File: src/hw/rtl/rar_pkg.sv
`timescale 1ns / 1ps

package rar_pkg;

  localparam int OPERAND_WIDTH = 16;
  localparam int PROD_W = 2 * OPERAND_WIDTH;
  localparam int SUM_W = PROD_W + 1;
  localparam int AW = SUM_W + 1;
  localparam int NUM_OUT_W = 33;
  localparam int DEN_OUT_W = 32;
  localparam int EXT_W = SUM_W + NUM_OUT_W;
  localparam int CNT_W = $clog2(SUM_W);

  typedef enum logic [1:0] {
    OP_ADD = 2'd0,
    OP_SUB = 2'd1,
    OP_MUL = 2'd2,
    OP_DIV = 2'd3
  } op_t;

  typedef enum logic [1:0] {
    ERR_NONE     = 2'd0,
    ERR_ZERO_DEN = 2'd1,
    ERR_DIV_ZERO = 2'd2
  } err_t;

  typedef enum logic [1:0] {
    ALU_ADD,
    ALU_SUB,
    ALU_ABS,
    ALU_MUL
  } alu_op_t;

  typedef enum logic [3:0] {
    ST_IDLE,
    ST_MUL_X,
    ST_MUL_Y,
    ST_MUL_D,
    ST_ADD,
    ST_PREP,
    ST_GCD_TWO,
    ST_GCD_LOOP,
    ST_DIV_NUM,
    ST_DIV_DEN,
    ST_FINISH
  } state_t;

  typedef struct packed {
    logic [1:0]                      operation;
    logic signed [OPERAND_WIDTH-1:0] a_numerator;
    logic signed [OPERAND_WIDTH-1:0] a_denominator;
    logic signed [OPERAND_WIDTH-1:0] b_numerator;
    logic signed [OPERAND_WIDTH-1:0] b_denominator;
  } in_item_t;

  typedef struct packed {
    logic signed [NUM_OUT_W-1:0] result_numerator;
    logic signed [DEN_OUT_W-1:0] result_denominator;
    logic [1:0]                  error_code;
  } out_item_t;

  typedef struct packed {
    alu_op_t       op;
    logic [AW-1:0] a;
    logic [AW-1:0] b;
  } alu_req_t;

  typedef struct packed {
    logic [AW-1:0] res;
    logic          borrow;
  } alu_rsp_t;

  function automatic logic [OPERAND_WIDTH-1:0] sm_mag(input logic [OPERAND_WIDTH-1:0] v);
    return v[OPERAND_WIDTH-1] ? (~v + 1'b1) : v;
  endfunction

endpackage

File: src/hw/rtl/rar_alu.sv
`timescale 1ns / 1ps

module rar_alu (
  input  rar_pkg::alu_req_t alu_req,
  output rar_pkg::alu_rsp_t alu_rsp
);
  import rar_pkg::*;

  logic [AW:0]     diff;
  logic [AW-1:0]   sum;
  logic [PROD_W-1:0] prod;

  assign diff = {1'b0, alu_req.a} - {1'b0, alu_req.b};
  assign sum  = alu_req.a + alu_req.b;
  assign prod = PROD_W'(alu_req.a[OPERAND_WIDTH-1:0]) * PROD_W'(alu_req.b[OPERAND_WIDTH-1:0]);

  always_comb begin
    alu_rsp.borrow = diff[AW];
    case (alu_req.op)
      ALU_ADD: alu_rsp.res = sum;
      ALU_SUB: alu_rsp.res = diff[AW-1:0];
      ALU_ABS: alu_rsp.res = diff[AW] ? (~diff[AW-1:0] + 1'b1) : diff[AW-1:0];
      ALU_MUL: alu_rsp.res = AW'(prod);
      default: alu_rsp.res = sum;
    endcase
  end

endmodule

File: src/hw/rtl/rational_arith_reduce.sv
`timescale 1ns / 1ps

// Computes a/b + c/d style sums, differences, products and quotients of two signed
// fractions and reduces a nonzero result by the GCD of its magnitudes; signs stay as the
// cross products give them. One transaction is worked on at a time, and in_stall is
// high until its result has been moved to the output register. All arithmetic runs
// through one shared unit that does one multiply, add or subtract per cycle: two
// products for a multiply or divide and three products and a sum for an add or
// subtract, a binary GCD, and two restoring divisions of 33 steps each. Transactions
// with an input error go from idle straight to the finish state.
module rational_arith_reduce (
  input  logic               clk,
  input  logic               rst_n,
  input  logic               in_valid,
  output logic               in_stall,
  input  rar_pkg::in_item_t  in_data,
  output logic               out_valid,
  input  logic               out_stall,
  output rar_pkg::out_item_t out_data
);
  import rar_pkg::*;

  state_t                   state_r, state_nxt;
  op_t                      op_r, op_nxt;
  err_t                     err_r, err_nxt;
  logic                     an_neg_r, an_neg_nxt, ad_neg_r, ad_neg_nxt;
  logic                     bn_neg_r, bn_neg_nxt, bd_neg_r, bd_neg_nxt;
  logic [OPERAND_WIDTH-1:0] an_m_r, an_m_nxt, ad_m_r, ad_m_nxt;
  logic [OPERAND_WIDTH-1:0] bn_m_r, bn_m_nxt, bd_m_r, bd_m_nxt;
  logic [SUM_W-1:0]         x_mag_r, x_mag_nxt;
  logic                     x_neg_r, x_neg_nxt;
  logic [PROD_W-1:0]        y_mag_r, y_mag_nxt;
  logic                     y_neg_r, y_neg_nxt;
  logic [SUM_W-1:0]         den_mag_r, den_mag_nxt;
  logic                     den_neg_r, den_neg_nxt;
  logic [SUM_W-1:0]         u_r, u_nxt, v_r, v_nxt;
  logic [AW-1:0]            rem_r, rem_nxt;
  logic [CNT_W-1:0]         cnt_r, cnt_nxt;
  logic                     out_valid_r, out_valid_nxt;
  out_item_t                out_data_r, out_data_nxt;

  alu_req_t         alu_req;
  alu_rsp_t         alu_rsp;
  logic [AW-1:0]    rem_sh;
  logic [EXT_W-1:0] num_ext, den_ext;

  rar_alu u_alu (
    .alu_req (alu_req),
    .alu_rsp (alu_rsp)
  );

  assign in_stall  = (state_r != ST_IDLE);
  assign out_valid = out_valid_r;
  assign out_data  = out_data_r;

  assign rem_sh  = {rem_r[AW-2:0],
                    (state_r == ST_DIV_NUM) ? x_mag_r[SUM_W-1] : den_mag_r[SUM_W-1]};
  assign num_ext = x_neg_r ? -EXT_W'(x_mag_r) : EXT_W'(x_mag_r);
  assign den_ext = den_neg_r ? -EXT_W'(den_mag_r) : EXT_W'(den_mag_r);

  always_ff @(posedge clk) begin
    if (!rst_n) begin
      state_r     <= ST_IDLE;
      out_valid_r <= 1'b0;
    end else begin
      state_r     <= state_nxt;
      out_valid_r <= out_valid_nxt;
    end
    op_r       <= op_nxt;
    err_r      <= err_nxt;
    an_neg_r   <= an_neg_nxt;
    ad_neg_r   <= ad_neg_nxt;
    bn_neg_r   <= bn_neg_nxt;
    bd_neg_r   <= bd_neg_nxt;
    an_m_r     <= an_m_nxt;
    ad_m_r     <= ad_m_nxt;
    bn_m_r     <= bn_m_nxt;
    bd_m_r     <= bd_m_nxt;
    x_mag_r    <= x_mag_nxt;
    x_neg_r    <= x_neg_nxt;
    y_mag_r    <= y_mag_nxt;
    y_neg_r    <= y_neg_nxt;
    den_mag_r  <= den_mag_nxt;
    den_neg_r  <= den_neg_nxt;
    u_r        <= u_nxt;
    v_r        <= v_nxt;
    rem_r      <= rem_nxt;
    cnt_r      <= cnt_nxt;
    out_data_r <= out_data_nxt;
  end

  always_comb begin
    state_nxt     = state_r;
    op_nxt        = op_r;
    err_nxt       = err_r;
    an_neg_nxt    = an_neg_r;
    ad_neg_nxt    = ad_neg_r;
    bn_neg_nxt    = bn_neg_r;
    bd_neg_nxt    = bd_neg_r;
    an_m_nxt      = an_m_r;
    ad_m_nxt      = ad_m_r;
    bn_m_nxt      = bn_m_r;
    bd_m_nxt      = bd_m_r;
    x_mag_nxt     = x_mag_r;
    x_neg_nxt     = x_neg_r;
    y_mag_nxt     = y_mag_r;
    y_neg_nxt     = y_neg_r;
    den_mag_nxt   = den_mag_r;
    den_neg_nxt   = den_neg_r;
    u_nxt         = u_r;
    v_nxt         = v_r;
    rem_nxt       = rem_r;
    cnt_nxt       = cnt_r;
    out_data_nxt  = out_data_r;
    out_valid_nxt = out_valid_r && out_stall;
    alu_req.op    = ALU_ADD;
    alu_req.a     = '0;
    alu_req.b     = '0;

    unique case (state_r)
      ST_IDLE: begin
        if (in_valid) begin
          op_nxt     = op_t'(in_data.operation);
          an_neg_nxt = in_data.a_numerator[OPERAND_WIDTH-1];
          ad_neg_nxt = in_data.a_denominator[OPERAND_WIDTH-1];
          bn_neg_nxt = in_data.b_numerator[OPERAND_WIDTH-1];
          bd_neg_nxt = in_data.b_denominator[OPERAND_WIDTH-1];
          an_m_nxt   = sm_mag(in_data.a_numerator);
          ad_m_nxt   = sm_mag(in_data.a_denominator);
          bn_m_nxt   = sm_mag(in_data.b_numerator);
          bd_m_nxt   = sm_mag(in_data.b_denominator);
          if (in_data.a_denominator == '0 || in_data.b_denominator == '0) begin
            err_nxt   = ERR_ZERO_DEN;
            state_nxt = ST_FINISH;
          end else if (op_t'(in_data.operation) == OP_DIV && in_data.b_numerator == '0) begin
            err_nxt   = ERR_DIV_ZERO;
            state_nxt = ST_FINISH;
          end else begin
            err_nxt   = ERR_NONE;
            state_nxt = ST_MUL_X;
          end
        end
      end
      ST_MUL_X: begin
        alu_req.op = ALU_MUL;
        alu_req.a  = AW'(an_m_r);
        alu_req.b  = AW'((op_r == OP_MUL) ? bn_m_r : bd_m_r);
        x_mag_nxt  = alu_rsp.res[SUM_W-1:0];
        x_neg_nxt  = an_neg_r ^ ((op_r == OP_MUL) ? bn_neg_r : bd_neg_r);
        state_nxt  = (op_r == OP_ADD || op_r == OP_SUB) ? ST_MUL_Y : ST_MUL_D;
      end
      ST_MUL_Y: begin
        alu_req.op = ALU_MUL;
        alu_req.a  = AW'(bn_m_r);
        alu_req.b  = AW'(ad_m_r);
        y_mag_nxt  = alu_rsp.res[PROD_W-1:0];
        y_neg_nxt  = bn_neg_r ^ ad_neg_r ^ (op_r == OP_SUB);
        state_nxt  = ST_MUL_D;
      end
      ST_MUL_D: begin
        alu_req.op  = ALU_MUL;
        alu_req.a   = AW'(ad_m_r);
        alu_req.b   = AW'((op_r == OP_DIV) ? bn_m_r : bd_m_r);
        den_mag_nxt = alu_rsp.res[SUM_W-1:0];
        den_neg_nxt = ad_neg_r ^ ((op_r == OP_DIV) ? bn_neg_r : bd_neg_r);
        state_nxt   = (op_r == OP_ADD || op_r == OP_SUB) ? ST_ADD : ST_PREP;
      end
      ST_ADD: begin
        alu_req.op = (x_neg_r == y_neg_r) ? ALU_ADD : ALU_ABS;
        alu_req.a  = AW'(x_mag_r);
        alu_req.b  = AW'(y_mag_r);
        x_mag_nxt  = alu_rsp.res[SUM_W-1:0];
        if (x_neg_r != y_neg_r && alu_rsp.borrow) begin
          x_neg_nxt = y_neg_r;
        end
        state_nxt  = ST_PREP;
      end
      ST_PREP: begin
        if (x_mag_r == '0 || den_mag_r == '0) begin
          state_nxt = ST_FINISH;
        end else begin
          u_nxt     = x_mag_r;
          v_nxt     = den_mag_r;
          state_nxt = ST_GCD_TWO;
        end
      end
      ST_GCD_TWO: begin
        // Common factors of two are divided out of the results right away.
        if (!u_r[0] && !v_r[0]) begin
          u_nxt       = u_r >> 1;
          v_nxt       = v_r >> 1;
          x_mag_nxt   = x_mag_r >> 1;
          den_mag_nxt = den_mag_r >> 1;
        end else begin
          state_nxt = ST_GCD_LOOP;
        end
      end
      ST_GCD_LOOP: begin
        alu_req.op = ALU_ABS;
        alu_req.a  = AW'(u_r);
        alu_req.b  = AW'(v_r);
        if (u_r == '0 || v_r == '0) begin
          if (u_r == '0) begin
            u_nxt = v_r;
          end
          rem_nxt   = '0;
          cnt_nxt   = CNT_W'(SUM_W - 1);
          state_nxt = ST_DIV_NUM;
        end else if (!u_r[0]) begin
          u_nxt = u_r >> 1;
        end else if (!v_r[0]) begin
          v_nxt = v_r >> 1;
        end else if (alu_rsp.borrow) begin
          v_nxt = alu_rsp.res[SUM_W-1:0];
        end else begin
          u_nxt = alu_rsp.res[SUM_W-1:0];
        end
      end
      ST_DIV_NUM, ST_DIV_DEN: begin
        alu_req.op = ALU_SUB;
        alu_req.a  = rem_sh;
        alu_req.b  = AW'(u_r);
        rem_nxt    = alu_rsp.borrow ? rem_sh : alu_rsp.res;
        if (state_r == ST_DIV_NUM) begin
          x_mag_nxt = {x_mag_r[SUM_W-2:0], !alu_rsp.borrow};
        end else begin
          den_mag_nxt = {den_mag_r[SUM_W-2:0], !alu_rsp.borrow};
        end
        if (cnt_r == '0) begin
          rem_nxt   = '0;
          cnt_nxt   = CNT_W'(SUM_W - 1);
          state_nxt = (state_r == ST_DIV_NUM) ? ST_DIV_DEN : ST_FINISH;
        end else begin
          cnt_nxt = cnt_r - 1'b1;
        end
      end
      ST_FINISH: begin
        if (!out_valid_r || !out_stall) begin
          out_valid_nxt = 1'b1;
          out_data_nxt.error_code = err_r;
          if (err_r != ERR_NONE) begin
            out_data_nxt.result_numerator   = '0;
            out_data_nxt.result_denominator = '0;
          end else begin
            out_data_nxt.result_numerator   = num_ext[NUM_OUT_W-1:0];
            out_data_nxt.result_denominator = den_ext[DEN_OUT_W-1:0];
          end
          state_nxt = ST_IDLE;
        end
      end
      default: state_nxt = ST_IDLE;
    endcase
  end

  a_accept_leaves_idle: assert property (@(posedge clk) disable iff (!rst_n)
    (in_valid && !in_stall) |=> (state_r != ST_IDLE))
    else $error("accepted transaction did not start work");

  a_error_gives_zero: assert property (@(posedge clk) disable iff (!rst_n)
    (out_valid && out_data.error_code != ERR_NONE) |->
      (out_data.result_numerator == '0 && out_data.result_denominator == '0))
    else $error("error result carries a nonzero fraction");

  a_divisor_nonzero: assert property (@(posedge clk) disable iff (!rst_n)
    (state_r == ST_DIV_NUM || state_r == ST_DIV_DEN) |-> (u_r != '0))
    else $error("reduction divides by zero");

  a_gcd_one_odd: assert property (@(posedge clk) disable iff (!rst_n)
    (state_r == ST_GCD_LOOP) |-> (u_r[0] || v_r[0] || u_r == '0 || v_r == '0))
    else $error("both GCD operands even inside the loop");

  a_finish_delivers: assert property (@(posedge clk) disable iff (!rst_n)
    (state_r == ST_FINISH && (!out_valid || !out_stall)) |=> out_valid)
    else $error("finished result not presented");

endmodule

File: config.mk
export PLATFORM = sky130hd
export DESIGN_NAME = rational_arith_reduce
export DESIGN_NICKNAME = d
export VERILOG_FILES = /design/src/hw/rtl/rar_pkg.sv /design/src/hw/rtl/rar_alu.sv /design/src/hw/rtl/rational_arith_reduce.sv
export SDC_FILE = /design/constraint.sdc
export NUM_CORES = 2
export LEC_CHECK = 0
export ABC_AREA = 1
export BUFFER_PORTS_ARGS = -buffer_cell sky130_fd_sc_hd__buf_2
export CAP_MARGIN = 0
export CORE_MARGIN = 8
export CORE_UTILIZATION = 55
export DETAILED_ROUTE_END_ITERATION = 8
export GPL_TIMING_DRIVEN = 0
export PLACE_DENSITY = 0.8
export SLEW_MARGIN = 20
export SYNTH_ARGS = -nofsm -noshare
export SYNTH_HDL_FRONTEND = slang
export SYNTH_SLANG_ARGS = --single-unit
File: constraint.sdc
create_clock -name clk -period 19.05 [get_ports clk]
set_input_delay 0 -clock clk [delete_from_list [all_inputs] [get_ports clk]]
set_output_delay 0 -clock clk [all_outputs]
set_load 0.02 [all_outputs]
After elaboration in Yosys (flattened, before gate mapping). Index checks and enable logic that the tools add are counted.

Register bits after elaboration: 350. Output and inout port bits: 69. Word-level logic and storage cells: 191.

$add $sub $neg: 10. Multiply operators: 1. Equality and inequality tests: 35. Multiplexer cells: 60. Bitwise logic cells: 9. Reductions and logical operators: 45.

Operators by type and width (number): $mux W33 (22); $pmux W70 S6 (1); $pmux W33 S3 (4); $logic_not A33 Y1 (4); $pmux W33 S4 (1); $pmux W33 S2 (1); $add A16 B1 Y16 const B (4); $not A16 Y16 (4); $mux W15 (4); $logic_not A16 Y1 (3); $pmux W4 S10 (1); $sub A34 B34 Y35 (1); $add A33 B1 Y33 const B (1); $add A33 B33 Y33 (1); $neg A33 Y33 (1); $not A33 Y33 (1); $mul A16 B16 Y32 (1); $mux W16 (2); $mux W32 (1); $mux W4 (8); $neg A32 Y32 (1); $ne A2 B2 Y1 const B (12); $eq A4 B3 Y1 const B (4); $eq A4 B4 Y1 const B (3); 31 further kinds (74).

Depth between registers and ports, before layout.
Depth in word-level cells: 13. Depth in mapped cells: 41. Gate-level depth less buffers: 39.

By module. From an unflattened synthesis, not the netlist that was laid out.

Cell total of the unflattened synthesis: 4806. Area, all modules: 35213.8 µm².

By module, submodules not included: rational_arith_reduce (instances 1, cells each 2326, area each 20023.0 µm², seq. area each 10460.0 µm²); rar_alu (instances 1, cells each 2480, area each 15190.8 µm², seq. area each 0.0 µm²).

Worst setup path before layout. No wires, ideal clock.

Kind: register to register. Start: register state_r[1]. End: register u_r[26] (data pin). Arrival: 7733 ps. Required time: 18791 ps. Path slack: 11059 ps. Cell stages (with the launch flop): 33. Period minus slack after synthesis: 7991 ps. Cell sequence: dfxtp_1 -> nand2_1 -> nor2_1 -> clkbuf_1 -> a221oi_1 -> o211ai_1 -> clkbuf_1 -> nand2_1 -> fa_1 -> fa_1 -> fa_1 -> fa_1 -> inv_1 -> fa_1 -> inv_1 -> fa_1 -> inv_1 -> ha_1 -> a21oi_1 -> inv_1 -> a31oi_1 -> a21boi_0 -> o21ai_0 -> nand2_1 -> nand2_1 -> o21ai_0 -> a21oi_1 -> nor2_1 -> nand2_1 -> nand4_1 -> nand2_1 -> nand2_1 -> nand3_1.

Word-level cells in the longest chain between the ends: 13.

RTL lines: from (decl) (RTL line rational_arith_reduce.sv:23) `state_t state_r, state_nxt;`; from (signal assigned) (RTL line rational_arith_reduce.sv:66) `state_r <= state_nxt;`; $eq A4 B4 Y1, on equally long branches (RTL line rational_arith_reduce.sv:57, rational_arith_reduce.sv:120); $mux W1 or $reduce_or A2 Y1 (tied branches) (RTL line rational_arith_reduce.sv:57, rational_arith_reduce.sv:120); $pmux W70 S6 (RTL line rational_arith_reduce.sv:120) `unique case (state_r)`; $sub A34 B34 Y35 (RTL line rar_alu.sv:13) `assign diff = {1'b0, alu_req.a} - {1'b0, alu_req.b};`; $not A33 Y33 (RTL line rar_alu.sv:22) `ALU_ABS: alu_rsp.res = diff[AW] ? (~diff[AW-1:0] + 1'b1) : diff[AW-1:0];`; $add A33 B1 Y33 (RTL line rar_alu.sv:22); $mux W33 (RTL line rar_alu.sv:22); $pmux W33 S4 (RTL line rar_alu.sv:19) `case (alu_req.op)`; $mux W33 (RTL line rational_arith_reduce.sv:213) `end else if (alu_rsp.borrow) begin`; $mux W33 (RTL line rational_arith_reduce.sv:211) `end else if (!v_r[0]) begin`; $mux W33 (RTL line rational_arith_reduce.sv:209) `end else if (!u_r[0]) begin`; $mux W33 (RTL line rational_arith_reduce.sv:202) `if (u_r == '0 || v_r == '0) begin`; $pmux W33 S3 (*) (RTL line rational_arith_reduce.sv:120); named net u_nxt[26] (RTL line rational_arith_reduce.sv:36) `logic [SUM_W-1:0] u_r, u_nxt, v_r, v_nxt;`; to (signal assigned) (RTL line rational_arith_reduce.sv:85) `u_r <= u_nxt;`; to (decl) (RTL line rational_arith_reduce.sv:36).

Mark *: on every way through the listed nets, which the timed path passes. The rest lies on a longest branch. The select of a mux whose other input is x is not followed. A chain may end at the register's enable or synchronous reset.

==> results.py <==
metrics = {
    "route": {
        "routed_via_density": 6.14,
        "vias": 35300,
        "wl_met3_um": 15900,
        "drt-wirelength-per-cell_um": 23.8,
        "ant_nets": 0,
        "drt-met1-wl_um": 51900,
        "firstDrtPassIters": 8,
        "dr_wl_met2_um": 60500,
        "drt_iter0_drc": 4755,
        "wl_um": 136000,
        "highest_layer": "met5",
        "route.detailed.drc": 0,
    },
    "worst_setup_path": {
        "crit_slowest_cell": "o21ai_0",
        "crit_path_end_kind": "register",
        "critical_path_required_ns": 19.31,
        "crit_top_cell": "inv_1",
        "r2r-start": "state_r[1]",
        "worst-path-max-fanout": 10,
        "crit_type": "register to register",
        "rrSetupSlack_ns": 8.33,
        "cp.arrival_ns": 10.98,
        "cp_slowest_stage_delay_ns": 0.70,
        "rr_worst_depth": 30,
        "cp-startpoint": "state_r[1]",
        "startpoint_type": "register",
        "r2r_end": "x_mag_r[31]",
    },
    "logic_synthesis": {
        "syn_avg_cell_area_um2": 7.60,
        "async_reset_ff_frac": 0,
        "synth_top_area_share": 0.298,
        "synth_seq_cells": 350,
        "yosys.area.top_type": "edfxtp_1",
        "synth.most_common_cell": "nand2_1",
        "synth-edff-count": 345,
        "synth_common_cells": "nand2_1, inv_1, nor2_1, edfxtp_1, a21oi_1",
        "synth_ff_type": "edfxtp_1",
        "syn-num-nets": 5029,
        "netlist_area_mm2": 0.0348,
        "yosysWarnings": 0,
        "syn_inst": 4584,
        "ys_seq_area_frac": 0.300,
        "yosysUniqueCellTypes": 74,
        "synth.area.top_cells": "edfxtp_1, fa_1, nand2_1",
    },
    "floorplan": {
        "num_io_pins": 139,
        "die_area_mm2": 0.0716,
        "core_area_mm2": 0.0629,
        "die_y_um": 268,
        "start_util": 0.554,
        "rows": 92,
        "die_width_um": 268,
    },
    "cts": {
        "clockBufferDepth": 3,
        "cts_buffers": 35,
        "postCtsSetupBuffers": 0,
        "cts_tree": "yes",
        "postCtsResizedCells": 0,
        "cts_max_level": 2,
        "clockRootBuffer": "clkbuf_16",
        "cts.clk_slew.worst_paths_ns": 0.06,
        "cts.sinks": 350,
        "insertion_delay_ns": 0.55,
        "hold_buffers": 94,
    },
    "worst_hold_path": {
        "hp-class": "input pin to register",
        "worstHoldPathCells": 2,
        "min_from": "in_data[48]",
        "holdPathEnd": "an_m_r[0]",
    },
    "run": {
        "cap_violations": 0,
    },
    "finish": {
        "fin_nets": 5313,
        "stdcell_count": 5743,
        "synthToLayoutAreaGrowth_pct": 12.0,
        "drive_gt1_frac": 0.0842,
        "regArea_mm2": 0.0105,
        "nFillCells": 5596,
        "multiInputGateArea_mm2": 0.0204,
    },
    "place": {
        "dp_cells": 5583,
        "dpl.hpwl_um": 109000,
        "gp_congestion": 1.06,
        "io_buffers": 138,
        "pre_cts_ws_ns": 8.83,
    },
    "run_status": {
        "outcome": "complete, no violations",
    },
    "timing": {
        "tightest_slew_ns": 1.19,
        "hold_viol": 0,
        "setup_violations": 0,
        "fin_skew_ns": 0.0162,
        "post-route-min-period_ns": 10.72,
        "finalCritPeriodShare": 0.563,
        "fmax_mhz": 93.2,
        "hold-worst-slack_ns": 0.220,
        "setup_slack_ns": 8.33,
        "rsz0062_at_grt": "no",
        "max_slew_margin": 0.200,
        "maxSlewViolCount": 0,
        "setup_tns_ns": 0,
    },
    "global_routing": {
        "grt_pass1_wl_um": 204000,
        "grt_overflow": 0,
        "grt_max_degree": 31,
        "first_global_vias": 34000,
        "track_usage": 0.374,
        "antenna_found_initial": 4,
    },
}
==> placed cells by master (no fill, tap or decap), types with 24 or more instances in the layout <==
cell type	n
o211ai_1	35
o21ai_1	47
nor2_1	377
o22ai_1	24
inv_1	824
inv_2	39
clkbuf_16	36
o221ai_1	103
nor4_1	37
clkbuf_1	134
nand3_1	172
ha_1	179
xnor2_1	25
fa_1	196
nand4_1	48
nand2_1	1027
a221oi_1	33
edfxtp_1	345
xor2_1	58
nor3_1	65
nand2_2	25
buf_2	164
o21ai_0	263
dlygate4sd3_1	94
a21oi_1	281
==> sequential cells by signal, summed over array words and instances, names as in the netlist, 32 cells and up <==
signal / flops
out_data: 67
den_mag_r: 33
rem_r: 33
u_r: 33
v_r: 33
x_mag_r: 33
y_mag_r: 32
==> critical path: cells and delay by family, from the launching register on <==
family / cells / cell delay (ns)
AO/OA/AOI/OAI: 7 / 2.30
AND/OR/NAND/NOR: 5 / 1.68
adder cells (fa/ha/maj): 8 / 3.90
buffers and inverters: 10 / 2.05
flip-flops: 1 / 0.47
==> layout make-up <==
cell class / instances / area share
Antenna cell: 3 / 0.000193
Buffer: 180 / 0.0205
Clock buffer: 47 / 0.0242
Clock inverter: 16 / 0.00446
Inverter: 873 / 0.0842
Multi-Input combinational cell: 3181 / 0.523
Sequential cell: 350 / 0.268
Tap cell: 846 / 0.0271
Timing Repair Buffer: 247 / 0.0485
==> how the worst max path moves through the flow <==
stage          cells past startpoint  slack [ns]          end
2_1_floorplan                     32       11.06      u_r[26]
3_3_place_gp                      23        7.94      u_r[30]
3_5_place_dp                      30        8.83      v_r[31]
4_1_cts                           30        8.74      v_r[31]
5_1_grt                           30        8.24      v_r[31]
6_report                          30        8.33  x_mag_r[31]
==> metrics by stage <==
| step | area, um2 | util |
|---|---|---|
| 2_1_floorplan | 34800 | - |
| 3_3_place_gp | 36600 | 0.582 |
| 3_5_place_dp | 36900 | 0.588 |
| 4_1_cts | 39000 | 0.620 |
| 5_1_grt | 39000 | 0.620 |
| 6_report | 39000 | 0.620 |
==> per-layer routing <==
metal | vias up | global-route usage
met2 | 2516 | 0.588
met1 | 16700 | 0.489
met3 | 406 | 0.0709
li1 | 15700 | -
met4 | 4 | 0.193
met5 | - | 0
==> logic make-up after synthesis <==
kind of cell               Yosys count  share of synthesized area
buffers and inverters             1053                      0.117
and+or+nand+nor                   1854                      0.233
DFF                                350                      0.300
xor gates and xnor gates            84                     0.0213
adders and majority gates          375                      0.177
AOI/OAI and AO/OA                  868                      0.151
Power is not shown: default switching activity piles up to over one toggle a cycle in this logic, so the estimate is an artifact.
